==> config.mk <==
export PLATFORM = sky130hd
export DESIGN_NAME = cursor_motion_formatter_unit
export DESIGN_NICKNAME = d
export VERILOG_FILES = /design/src/hw/rtl/cmf_pkg.sv /design/src/hw/rtl/cmf_front.sv /design/src/hw/rtl/cmf_queue.sv /design/src/hw/rtl/cmf_back.sv /design/src/hw/rtl/cursor_motion_formatter_unit.sv
export SDC_FILE = /design/constraint.sdc
export NUM_CORES = 1
export LEC_CHECK = 0
export BUFFER_PORTS_ARGS = -buffer_cell sky130_fd_sc_hd__buf_2
export CORE_UTILIZATION = 55
export CTS_BUF_LIST = sky130_fd_sc_hd__clkbuf_4
export CTS_CLUSTER_SIZE = 16
export DETAILED_ROUTE_END_ITERATION = 7
export PLACE_DENSITY_LB_ADDON = 0.12
export SLEW_MARGIN = 20
export SYNTH_ARGS = -nofsm -noshare
export SYNTH_HDL_FRONTEND = slang
export SYNTH_SLANG_ARGS = --single-unit
export TNS_END_PERCENT = 20
==> constraint.sdc <==
create_clock -name clk -period 8.3 [get_ports clk]
set_clock_uncertainty 0.1 [all_clocks]
set_input_delay 0.415 -clock clk [delete_from_list [all_inputs] [get_ports clk]]
set_output_delay 0.415 -clock clk [all_outputs]
set_load 0.01 [all_outputs]
==> src/hw/rtl/cmf_pkg.sv <==
package cmf_pkg;

    typedef struct packed {
        logic [7:0] template_byte;
        logic [9:0] dest_col;
        logic [9:0] dest_line;
        logic       last;
    } cmf_item_t;

    typedef struct packed {
        logic [7:0] out_byte;
        logic       byte_valid;
        logic [1:0] status;
        logic       end_of_string;
    } cmf_result_t;

    // one request from the decoder to the emitter: a literal byte, or a run of
    // decimal digits taken from a value below 1000
    typedef struct packed {
        logic       is_digits;
        logic [7:0] data;
        logic [9:0] value;
        logic [1:0] first_digit;
        logic [1:0] count;
        logic [1:0] status;
        logic       eos;
    } cmf_req_t;

    typedef enum logic [2:0] {
        PH_TEXT = 3'b001,
        PH_PCT  = 3'b010,
        PH_PLUS = 3'b100
    } cmf_phase_t;

    localparam logic [1:0] ST_OK  = 2'd0;
    localparam logic [1:0] ST_BAD = 2'd1;
    localparam logic [1:0] ST_OVF = 2'd2;

    localparam logic [1:0] DIG_HUND = 2'd0;
    localparam logic [1:0] DIG_TENS = 2'd1;
    localparam logic [1:0] DIG_ONES = 2'd2;

    localparam logic [7:0] CH_PCT  = 8'h25;
    localparam logic [7:0] CH_I    = 8'h69;
    localparam logic [7:0] CH_R    = 8'h72;
    localparam logic [7:0] CH_PLUS = 8'h2B;
    localparam logic [7:0] CH_TWO  = 8'h32;
    localparam logic [7:0] CH_D    = 8'h64;
    localparam logic [7:0] CH_ZERO = 8'h30;

    localparam int QUEUE_DEPTH = 4;
    localparam int QUEUE_AW    = 2;

endpackage

==> src/hw/rtl/cmf_front.sv <==
module cmf_front
    import cmf_pkg::*;
#(
    parameter int OUT_LIMIT = 23
)
(
    input  logic      clk,
    input  logic      rst_n,
    input  logic      item_valid,
    output logic      item_stall,
    input  cmf_item_t item,
    input  logic      queue_full,
    output logic      push,
    output cmf_req_t  req
);

    localparam int SENT_W = $clog2(OUT_LIMIT + 1);

    cmf_phase_t        phase_reg, phase_next;
    logic              add_one_reg, add_one_next;
    logic              col_next_reg, col_next_next;
    logic [1:0]        err_reg, err_next;
    logic [SENT_W-1:0] sent_reg, sent_next;

    logic              accept;
    logic [10:0]       val_raw;
    logic [9:0]        val_mod;
    logic [1:0]        cnt;
    logic [1:0]        n_emit;
    logic [SENT_W-1:0] avail;

    assign accept     = item_valid && !queue_full;
    assign item_stall = queue_full;

    always_comb
    begin
        val_raw = {1'b0, (col_next_reg ? item.dest_col : item.dest_line)}
                  + {10'd0, add_one_reg};
        val_mod = (val_raw >= 11'd1000) ? 10'(val_raw - 11'd1000) : val_raw[9:0];
    end

    always_comb
    begin
        phase_next    = phase_reg;
        add_one_next  = add_one_reg;
        col_next_next = col_next_reg;
        err_next      = err_reg;
        cnt           = 2'd0;
        req.is_digits   = 1'b0;
        req.data        = item.template_byte;
        req.value       = val_mod;
        req.first_digit = DIG_ONES;

        if (err_reg != ST_BAD)
        begin
            unique case (phase_reg)
                PH_TEXT:
                begin
                    if (item.template_byte == CH_PCT)
                        phase_next = PH_PCT;
                    else
                        cnt = 2'd1;
                end
                PH_PCT:
                begin
                    phase_next = PH_TEXT;
                    unique case (item.template_byte)
                        CH_I:    add_one_next = 1'b1;
                        CH_R:    col_next_next = 1'b1;
                        CH_PLUS: phase_next = PH_PLUS;
                        CH_TWO:
                        begin
                            req.is_digits   = 1'b1;
                            req.first_digit = DIG_TENS;
                            cnt             = 2'd2;
                            col_next_next   = !col_next_reg;
                        end
                        CH_D:
                        begin
                            req.is_digits = 1'b1;
                            if (val_mod > 10'd99)
                            begin
                                req.first_digit = DIG_HUND;
                                cnt             = 2'd3;
                            end
                            else if (val_mod > 10'd9)
                            begin
                                req.first_digit = DIG_TENS;
                                cnt             = 2'd2;
                            end
                            else
                            begin
                                req.first_digit = DIG_ONES;
                                cnt             = 2'd1;
                            end
                            col_next_next = !col_next_reg;
                        end
                        CH_PCT:
                        begin
                            req.data = CH_PCT;
                            cnt      = 2'd1;
                        end
                        default: err_next = ST_BAD;
                    endcase
                end
                PH_PLUS:
                begin
                    phase_next    = PH_TEXT;
                    req.data      = val_raw[7:0] + item.template_byte;
                    cnt           = 2'd1;
                    col_next_next = !col_next_reg;
                end
                default: phase_next = PH_TEXT;
            endcase
        end

        // output limit: keep the leading bytes, drop the rest
        avail = (sent_reg >= SENT_W'(OUT_LIMIT)) ? '0 : SENT_W'(OUT_LIMIT) - sent_reg;
        if (SENT_W'(cnt) > avail)
        begin
            n_emit = avail[1:0];
            if (err_next == ST_OK)
                err_next = ST_OVF;
        end
        else
        begin
            n_emit = cnt;
        end
        sent_next = sent_reg + SENT_W'(n_emit);

        // directive cut off by the end of the template
        if (item.last && phase_next != PH_TEXT)
            err_next = ST_BAD;

        req.count  = n_emit;
        req.status = err_next;
        req.eos    = item.last;
    end

    assign push = accept && (n_emit != 2'd0 || item.last);

    always_ff @(posedge clk or negedge rst_n)
    begin
        if (!rst_n)
        begin
            phase_reg    <= PH_TEXT;
            add_one_reg  <= 1'b0;
            col_next_reg <= 1'b0;
            err_reg      <= ST_OK;
            sent_reg     <= '0;
        end
        else if (accept)
        begin
            if (item.last)
            begin
                phase_reg    <= PH_TEXT;
                add_one_reg  <= 1'b0;
                col_next_reg <= 1'b0;
                err_reg      <= ST_OK;
                sent_reg     <= '0;
            end
            else
            begin
                phase_reg    <= phase_next;
                add_one_reg  <= add_one_next;
                col_next_reg <= col_next_next;
                err_reg      <= err_next;
                sent_reg     <= sent_next;
            end
        end
    end

    a_sent_bound: assert property (@(posedge clk) disable iff (!rst_n)
        sent_reg <= SENT_W'(OUT_LIMIT))
        else $error("byte count beyond output limit");

    a_reset_after_end: assert property (@(posedge clk) disable iff (!rst_n)
        accept && item.last |=> sent_reg == '0 && phase_reg == PH_TEXT && err_reg == ST_OK)
        else $error("state not cleared after end of template");

    a_bad_is_silent: assert property (@(posedge clk) disable iff (!rst_n)
        err_reg == ST_BAD |-> !push || (req.count == 2'd0 && req.eos))
        else $error("bytes requested after a bad directive");

endmodule

==> src/hw/rtl/cmf_queue.sv <==
module cmf_queue
    import cmf_pkg::*;
(
    input  logic     clk,
    input  logic     rst_n,
    input  logic     push,
    input  cmf_req_t push_req,
    output logic     full,
    input  logic     pop,
    output logic     head_valid,
    output cmf_req_t head_req
);

    cmf_req_t              mem_reg [QUEUE_DEPTH];
    logic [QUEUE_AW-1:0]   wr_ptr_reg, rd_ptr_reg;
    logic [QUEUE_AW:0]     count_reg, count_next;
    logic                  do_push, do_pop;

    assign full       = (count_reg == (QUEUE_AW + 1)'(QUEUE_DEPTH));
    assign head_valid = (count_reg != '0);
    assign head_req   = mem_reg[rd_ptr_reg];
    assign do_push    = push && !full;
    assign do_pop     = pop && head_valid;

    always_comb
    begin
        count_next = count_reg;
        if (do_push && !do_pop)
            count_next = count_reg + 1'b1;
        else if (do_pop && !do_push)
            count_next = count_reg - 1'b1;
    end

    always_ff @(posedge clk)
    begin
        if (do_push)
            mem_reg[wr_ptr_reg] <= push_req;
    end

    always_ff @(posedge clk or negedge rst_n)
    begin
        if (!rst_n)
        begin
            wr_ptr_reg <= '0;
            rd_ptr_reg <= '0;
            count_reg  <= '0;
        end
        else
        begin
            if (do_push)
                wr_ptr_reg <= wr_ptr_reg + 1'b1;
            if (do_pop)
                rd_ptr_reg <= rd_ptr_reg + 1'b1;
            count_reg <= count_next;
        end
    end

    a_no_push_full: assert property (@(posedge clk) disable iff (!rst_n)
        push |-> !full)
        else $error("request pushed into full queue");

endmodule

==> src/hw/rtl/cmf_back.sv <==
module cmf_back
    import cmf_pkg::*;
(
    input  logic        clk,
    input  logic        rst_n,
    input  logic        head_valid,
    input  cmf_req_t    head_req,
    output logic        pop,
    output logic        result_valid,
    input  logic        result_stall,
    output cmf_result_t result
);

    logic        out_valid_reg;
    cmf_result_t out_reg;
    logic [1:0]  done_reg;

    logic        load;
    logic        last_byte;
    logic [1:0]  pos;
    logic [3:0]  hund, tens, ones;
    logic [6:0]  rem100;
    logic [3:0]  digit;

    // decimal digits of a value below 1000
    always_comb
    begin
        hund = '0;
        for (int k = 1; k <= 9; k++)
            if (head_req.value >= 10'(k * 100))
                hund = 4'(k);
        rem100 = 7'(head_req.value - {6'd0, hund} * 10'd100);
        tens = '0;
        for (int k = 1; k <= 9; k++)
            if (rem100 >= 7'(k * 10))
                tens = 4'(k);
        ones = 4'(rem100 - {3'd0, tens} * 7'd10);
    end

    always_comb
    begin
        pos = head_req.first_digit + done_reg;
        case (pos)
            DIG_HUND: digit = hund;
            DIG_TENS: digit = tens;
            default:  digit = ones;
        endcase
    end

    assign load      = head_valid && (!out_valid_reg || !result_stall);
    assign last_byte = (head_req.count == 2'd0) || (done_reg + 2'd1 == head_req.count);
    assign pop       = load && last_byte;

    always_ff @(posedge clk)
    begin
        if (load)
        begin
            if (head_req.count == 2'd0)
            begin
                out_reg.out_byte   <= 8'd0;
                out_reg.byte_valid <= 1'b0;
            end
            else
            begin
                out_reg.out_byte   <= head_req.is_digits ? CH_ZERO + {4'd0, digit}
                                                         : head_req.data;
                out_reg.byte_valid <= 1'b1;
            end
            out_reg.status        <= head_req.status;
            out_reg.end_of_string <= head_req.eos && last_byte;
        end
    end

    always_ff @(posedge clk or negedge rst_n)
    begin
        if (!rst_n)
        begin
            out_valid_reg <= 1'b0;
            done_reg      <= '0;
        end
        else
        begin
            if (load)
                out_valid_reg <= 1'b1;
            else if (!result_stall)
                out_valid_reg <= 1'b0;
            if (load)
                done_reg <= last_byte ? 2'd0 : done_reg + 2'd1;
        end
    end

    assign result_valid = out_valid_reg;
    assign result       = out_reg;

    a_bare_is_end: assert property (@(posedge clk) disable iff (!rst_n)
        result_valid && !result.byte_valid |-> result.end_of_string)
        else $error("bare marker without end of string");

    a_digit_range: assert property (@(posedge clk) disable iff (!rst_n)
        head_valid && head_req.count != 2'd0 |-> done_reg < head_req.count)
        else $error("digit counter past request length");

endmodule

==> src/hw/rtl/cursor_motion_formatter_unit.sv <==
// Cursor motion formatter. Template bytes arrive one per request with the
// target column and line; the expanded escape sequence leaves one byte per
// result request, and the final result carries end_of_string and the status
// (0 ok, 1 bad directive, 2 output overflow; on status 1 the bytes already
// sent are to be discarded). The decoder takes one template byte every cycle
// while its four-entry request queue has room. The emitter drains the queue
// through a registered output at one byte per cycle unless result_stall is
// high, which sets the sustained rate; a plain byte gives one result byte,
// %2 two digits and %d one to three. There is no clearing pass after reset.
module cursor_motion_formatter_unit
    import cmf_pkg::*;
#(
    parameter int OUT_LIMIT = 23
)
(
    input  logic        clk,
    input  logic        rst_n,
    input  logic        item_valid,
    output logic        item_stall,
    input  cmf_item_t   item,
    output logic        result_valid,
    input  logic        result_stall,
    output cmf_result_t result
);

    logic     push, full, pop, head_valid;
    cmf_req_t req, head_req;

    cmf_front #(
        .OUT_LIMIT (OUT_LIMIT)
    ) u_front (
        .clk        (clk),
        .rst_n      (rst_n),
        .item_valid (item_valid),
        .item_stall (item_stall),
        .item       (item),
        .queue_full (full),
        .push       (push),
        .req        (req)
    );

    cmf_queue u_queue (
        .clk        (clk),
        .rst_n      (rst_n),
        .push       (push),
        .push_req   (req),
        .full       (full),
        .pop        (pop),
        .head_valid (head_valid),
        .head_req   (head_req)
    );

    cmf_back u_back (
        .clk          (clk),
        .rst_n        (rst_n),
        .head_valid   (head_valid),
        .head_req     (head_req),
        .pop          (pop),
        .result_valid (result_valid),
        .result_stall (result_stall),
        .result       (result)
    );

endmodule
Word-level counts from Yosys, hierarchy flattened
Memories as Yosys holds them, arrays and structs flattened. Index checks and enable logic that the tools add are counted.

Memories: 1. Flip-flop bits (word level): 34. Output and inout bits: 14. Memory bits (writable): 104.

Memory list: u_queue.mem_reg (depth 4, bits a word 26, rd ports 1, clocked after Yosys merged registers in 0, write ports 1, RTL line cmf_queue.sv:14) `cmf_req_t mem_reg [QUEUE_DEPTH];`.

$lt $le $gt $ge: 23. Multiply operators: 2. Reduce and logical (&&, ||, !) cells: 33. Add/sub/neg operators: 14. Eq/ne operators: 16. Mux-type cells: 69.

Operators with widths (count): greater-or-equal comparator 10 bit (second input constant) (4); two-way mux 4 bit (10); two-way mux 2 bit (18); greater-or-equal comparator 10 x 9 -> 1 bit (second input constant) (3); two-way mux 3 bit (10); == test 8 x 6 -> 1 bit (second input constant) (3); == test 8 x 7 -> 1 bit (second input constant) (3); greater-or-equal comparator 7 x 6 -> 1 bit (second input constant) (3); greater-or-equal comparator 7 bit (second input constant) (3); two-way mux 10 bit (2); two-way mux 1 bit (16); two-way mux 8 bit (2); case mux 8 bit (2 select lines) (1); greater-or-equal comparator 7 x 5 -> 1 bit (second input constant) (2); case mux 2 bit (3 select lines) (2); adder 10 x 1 -> 11 bit (1); greater-or-equal comparator 11 x 10 -> 1 bit (second input constant) (1); greater-or-equal comparator 10 x 7 -> 1 bit (second input constant) (1); greater-or-equal comparator 10 x 8 -> 1 bit (second input constant) (1); greater-than comparator 10 x 4 -> 1 bit (second input constant) (1); greater-than comparator 10 x 7 -> 1 bit (second input constant) (1); logical AND 1 bit (10); two-way mux 5 bit (2); nonzero test 2 bit (5); other kinds (36) (52).

Logic depth before layout (Yosys ltp)
An unclocked memory read counts as a cell.

Depth after elaboration: 28. Gate-level depth with buffers: 30.

Modules after synthesis
Synthesis repeated with hierarchy kept, for this count alone.

Cell total of the unflattened synthesis: 617. Area, all modules: 7928.9 µm².

By module, submodules not included: cmf_queue (seq. area each 3298.2 µm², cells each 172, area each 4207.8 µm², instances 1); cmf_front (seq. area each 301.5 µm², cells each 269, area each 2128.3 µm², instances 1); cmf_back (seq. area each 435.4 µm², cells each 176, area each 1592.8 µm², instances 1).

Worst setup path before layout
Ideal clock, no wire load.

Path type: flip-flop to flip-flop. Start point: register u_front.col_next_reg. End point: memory u_queue.mem_reg[0][0] (netlist name) (enable). Arrival: 6807 ps. Slack: 945 ps. Stages on the path, launching flop included: 25. Data required time: 7753 ps. Cell sequence: dfrtp_1 buf_4 buf_4 mux2_2 ha_1 ha_1 inv_1 a21oi_1 xor2_1 ha_1 inv_1 a31oi_1 o41ai_4 and4bb_2 nor4b_1 a211o_1 nand3_1 ha_1 a21oi_1 o211ai_1 nor2_1 a211oi_1 a31oi_1 a211oi_2 nor3b_1.

Word-level cells in the longest chain between the ends: 18. Elaborated cells on any way between the ends: 20.

Ends and longest elaborated chain: start, declared (RTL line cmf_front.sv:21) `logic col_next_reg, col_next_next;`; start signal, assigned (RTL line cmf_front.sv:166) `col_next_reg <= col_next_next;`; two-way mux 10 bit * (RTL line cmf_front.sv:37) `val_raw = {1'b0, (col_next_reg ? item.dest_col : item.dest_line)}`; adder 10 x 1 -> 11 bit * (RTL line cmf_front.sv:38) `+ {10'd0, add_one_reg};`; subtractor 10 bit / greater-or-equal comparator 11 x 10 -> 1 bit (equally long branches) (RTL line cmf_front.sv:39) `val_mod = (val_raw >= 11'd1000) ? 10'(val_raw - 11'd1000) : val_raw[9:0];`; two-way mux 10 bit * (RTL line cmf_front.sv:39); greater-than comparator 10 x 4 -> 1 bit (RTL line cmf_front.sv:86) `else if (val_mod > 10'd9)`; two-way mux 2 bit (RTL line cmf_front.sv:86); two-way mux 2 bit * (RTL line cmf_front.sv:81) `if (val_mod > 10'd99)`; case mux 2 bit (3 select lines) * (RTL line cmf_front.sv:67) `unique case (item.template_byte)`; (+2 left out); greater-than comparator 2 x 5 -> 1 bit (RTL line cmf_front.sv:119) `if (SENT_W'(cnt) > avail)`; two-way mux 2 bit * (RTL line cmf_front.sv:119); nonzero test 2 bit * (RTL line cmf_front.sv:140) `assign push = accept && (n_emit != 2'd0 || item.last);`; logical OR 1 bit * (RTL line cmf_front.sv:140); logical AND 1 bit * (RTL line cmf_front.sv:140); logical AND 1 bit * (RTL line cmf_queue.sv:22) `assign do_push = push && !full;`; two-way mux 1 bit * (RTL line cmf_queue.sv:36) `if (do_push)`; two-way mux 1 bit (not written as such) * (RTL line cmf_queue.sv:37) `mem_reg[wr_ptr_reg] <= push_req;`; end, declared (RTL line cmf_queue.sv:14).

Every way passes the cells marked *; elsewhere a longest branch is shown, timed or not.

==> run summary <==
Maximum number of pins on one net before global-route repair - 28
Clock-pin slew reported for the worst setup and hold paths after clock tree synthesis - 130 ps
YS warnings - 0
Standard cell core area - 13400 um2
Flip-flop count of the largest register, all copies and words added - 104
Post-CTS Setup Bufs - 0
Number of unique standard cell types used by synthesis - 73
Clock tree root buffer cell - sky130_fd_sc_hd__clkbuf_4
Sink Count - 138
Arrival time of the worst setup path - 7450 ps
Global-route usage over all layers - 23.1%
Post-Syn Instances - 605
Count of flip-flops with a built-in enable after synthesis - 116
Dominant cell type by count on the critical path - sky130_fd_sc_hd__ha_1
Ratio of cells with drive above 1 in the final layout - 19.6%
Clock latency reported for the late side of the worst-skew pair - 540 ps
Total of max-cap violations - 0
I/O pin count - 47
Proportion of register bits with asynchronous set or reset after synthesis - 15.9%
Routability-driven placement congestion ratio - 0.982
Number of antenna violations at the first check in global routing - 1
Synthesis-stage register bit count - 138
Cell with the largest stage delay on the worst path - sky130_fd_sc_hd__dfrtp_1
Via count - 5187
Main combinational cell family by area after synthesis - compound AO/OA/AOI/OAI gates
Setup TNS after final layout - 0 ps
Final hold violations - 0
Number of nets in the layout - 726
Time the final worst path needs with I/O delays and setup - 7110 ps
CTS tree - done
Final wirelength - 15.3 mm
Area delta synth->final - 9.70%
Sequential element share of the synthesized area - 52.9%
Slew Limit Fails - 0
Number of failing setup endpoints in the final timing report - 0
Die Span Y - 120 um
Result of the run - finished, final reports clean
Worst-case headroom to the max-slew limit - 38.7%
Maximum fanout along the worst path - 27
Post-DR vias/cell - 6.09
Avg Inst Size Synth - 12.6 um2
CP max stage delay - 890 ps
Grt total ovfl - 0
RSZ-0062 raised after global routing - false
Number of buffers created by CTS - 17
Fmax - 141 MHz
Horiz. Die Dim - 120 um
Count of input and output buffers - 46
CTS hold repair buffers - 2
Mux contribution to synthesized area - 9.82%
Post-Synth XOR/XNOR Area - 3.56%
Area of the mapped netlist - 7630 um2
Worst Path Class, Setup - flop to flop
Antenna Violating Nets Remaining - 0
Data required, critical path - 8640 ps
Count of placed standard cells including taps - 817
Number of global-route vias before repair - 5052
Final worst-path cycle share - 85.7%
Clock Path Buffers - 2
Starting Density - 57.0%
Total nets after synthesis - 669
Detailed-router iteration count before antenna repair - 5
Detailed-placement wirelength estimate - 10.8 mm
Most common library cell in the layout ignoring fill and taps - sky130_fd_sc_hd__edfxtp_1
Leading cell types in the layout, fill and taps excluded - sky130_fd_sc_hd__edfxtp_1, sky130_fd_sc_hd__buf_2, sky130_fd_sc_hd__nand2_1
Crit start category - flop
Die Outline Area - 14400 um2
Post-layout instance count excluding filler cells - 852
Post-synthesis simple-gate area fraction - 11.8%
Number of standard-cell rows in the floorplan - 42
Critical Path Sink Type - flop
Post-synthesis share of cell area spent on full adders, half adders and majority gates - 5.70%
Resized Gates After CTS - 0
Transition at the pin with the smallest max-transition slack - 920 ps
Drt drc - 0
First-pass GRT wire length - 25.3 mm
Most frequently used flop master after synthesis - sky130_fd_sc_hd__edfxtp_1
Complex-gate fraction of the synthesized area - 13.5%
Wirelength per Cell - 17.9 um
Path category of the worst min-delay check - input pin to flop
Initial DRC Count - 299
Number of H-tree levels - 4
-- kinds of logic after synthesis --
group / Yosys count
flip-flops: 138
multiplexers: 40
AO/OA/AOI/OAI: 146
adder cells (fa/ha/maj): 32
XOR/XNOR: 31
buffers and inverters: 47
AND/OR/NAND/NOR: 171
-- critical path, delay by kind of cell (launching register included) --
family                   cells  cell delay, ps
XOR/XNOR                     2             720
AND/OR/NAND/NOR              3             350
buffers and inverters        3             260
AO/OA/AOI/OAI                9            2330
multiplexers                 2             680
adder cells (fa/ha/maj)      6            1660
flip-flops                   1             890
-- synthesized netlist by cell type (4+ instances only) --
library cell               instances  area, um2
sky130_fd_sc_hd__a211o_1           4       35.0
sky130_fd_sc_hd__a21o_1           10       75.1
sky130_fd_sc_hd__a21oi_1          36        180
sky130_fd_sc_hd__a31oi_1           8       50.1
sky130_fd_sc_hd__a32o_1            6       60.1
sky130_fd_sc_hd__and3_1            5       31.3
sky130_fd_sc_hd__clkbuf_1          8       30.0
sky130_fd_sc_hd__dfrtp_1          21        526
sky130_fd_sc_hd__edfxtp_1        116       3480
sky130_fd_sc_hd__fa_1              5        100
sky130_fd_sc_hd__ha_1             26        325
sky130_fd_sc_hd__inv_1            29        109
sky130_fd_sc_hd__mux2_2            7       78.8
sky130_fd_sc_hd__mux2i_1           7       70.1
sky130_fd_sc_hd__mux4_1            4        105
sky130_fd_sc_hd__mux4_2           22        495
sky130_fd_sc_hd__nand2_1          39        146
sky130_fd_sc_hd__nand2b_1          9       56.3
sky130_fd_sc_hd__nand3_1          14       70.1
sky130_fd_sc_hd__nand3b_1          9       67.6
sky130_fd_sc_hd__nor2_1           38        143
sky130_fd_sc_hd__nor2b_1          13       81.3
sky130_fd_sc_hd__nor3_1           11       55.1
sky130_fd_sc_hd__nor3b_1          10       75.1
sky130_fd_sc_hd__o211ai_1         10       75.1
sky130_fd_sc_hd__o21ai_0          22        110
sky130_fd_sc_hd__o21bai_1          4       30.0
sky130_fd_sc_hd__xnor2_1          22        193
sky130_fd_sc_hd__xor2_1            9       78.8
-- final timing paths --
| kind | from | end | slack, ps | cells past startpoint |
|---|---|---|---|---|
| setup / recovery | u_front.col_next_reg$_DFFE_PN0P_ | u_queue.count_reg[1]$_DFFE_PN0P_ | 1190 | 25 |
| hold / removal | item[0] | u_front.add_one_reg$_DFFE_PN0P_ | 180 | 2 |
| setup reg to reg | u_front.col_next_reg$_DFFE_PN0P_ | u_queue.count_reg[1]$_DFFE_PN0P_ | 1190 | 25 |
| hold reg to reg | u_queue.count_reg[2]$_DFFE_PN0P_ | u_queue.count_reg[2]$_DFFE_PN0P_ | 400 | 1 |
| max in group asynchronous | rst_n | u_queue.rd_ptr_reg[0]$_DFFE_PN0P_ | 7450 | 2 |
| min in group asynchronous | rst_n | u_front.sent_reg[2]$_DFFE_PN0P_ | 270 | 2 |
-- per-layer routing --
layer / vias up / wire length [um] / track usage, %
met4: 0 / 228 / 7.73
met5: - / 0 / 0
met3: 19 / 762 / 4.52
met2: 164 / 7200 / 36.7
li1: 2466 / - / -
met1: 2538 / 7100 / 32.1
-- layout make-up --
class	count	area, um2
tap	176	220
sequential	138	4040
timing repair buffer	56	310
clock inverter	13	145
inverter	29	109
fill	1052	5020
antenna	1	2.50
multi-input combinational	420	3410
clock buffer	19	143
-- through the flow --
step / cell area, um2 / utilization (%) / worst slack (ps) / hold slack (ps)
finish: 8380 / 62.5 / 1190 / 175
global route: 8380 / 62.5 / 568 / 135
CTS: 8370 / 62.5 / 1190 / 143
detailed placement: 8070 / 60.2 / 1200 / 328
global placement: 8070 / 60.2 / 1440 / 327
floorplan: 7630 / - / 945 / 19.4
Power is left out: the tool's default activity adds up to more than one toggle a clock period on the data nets, which glitch-free logic cannot reach.
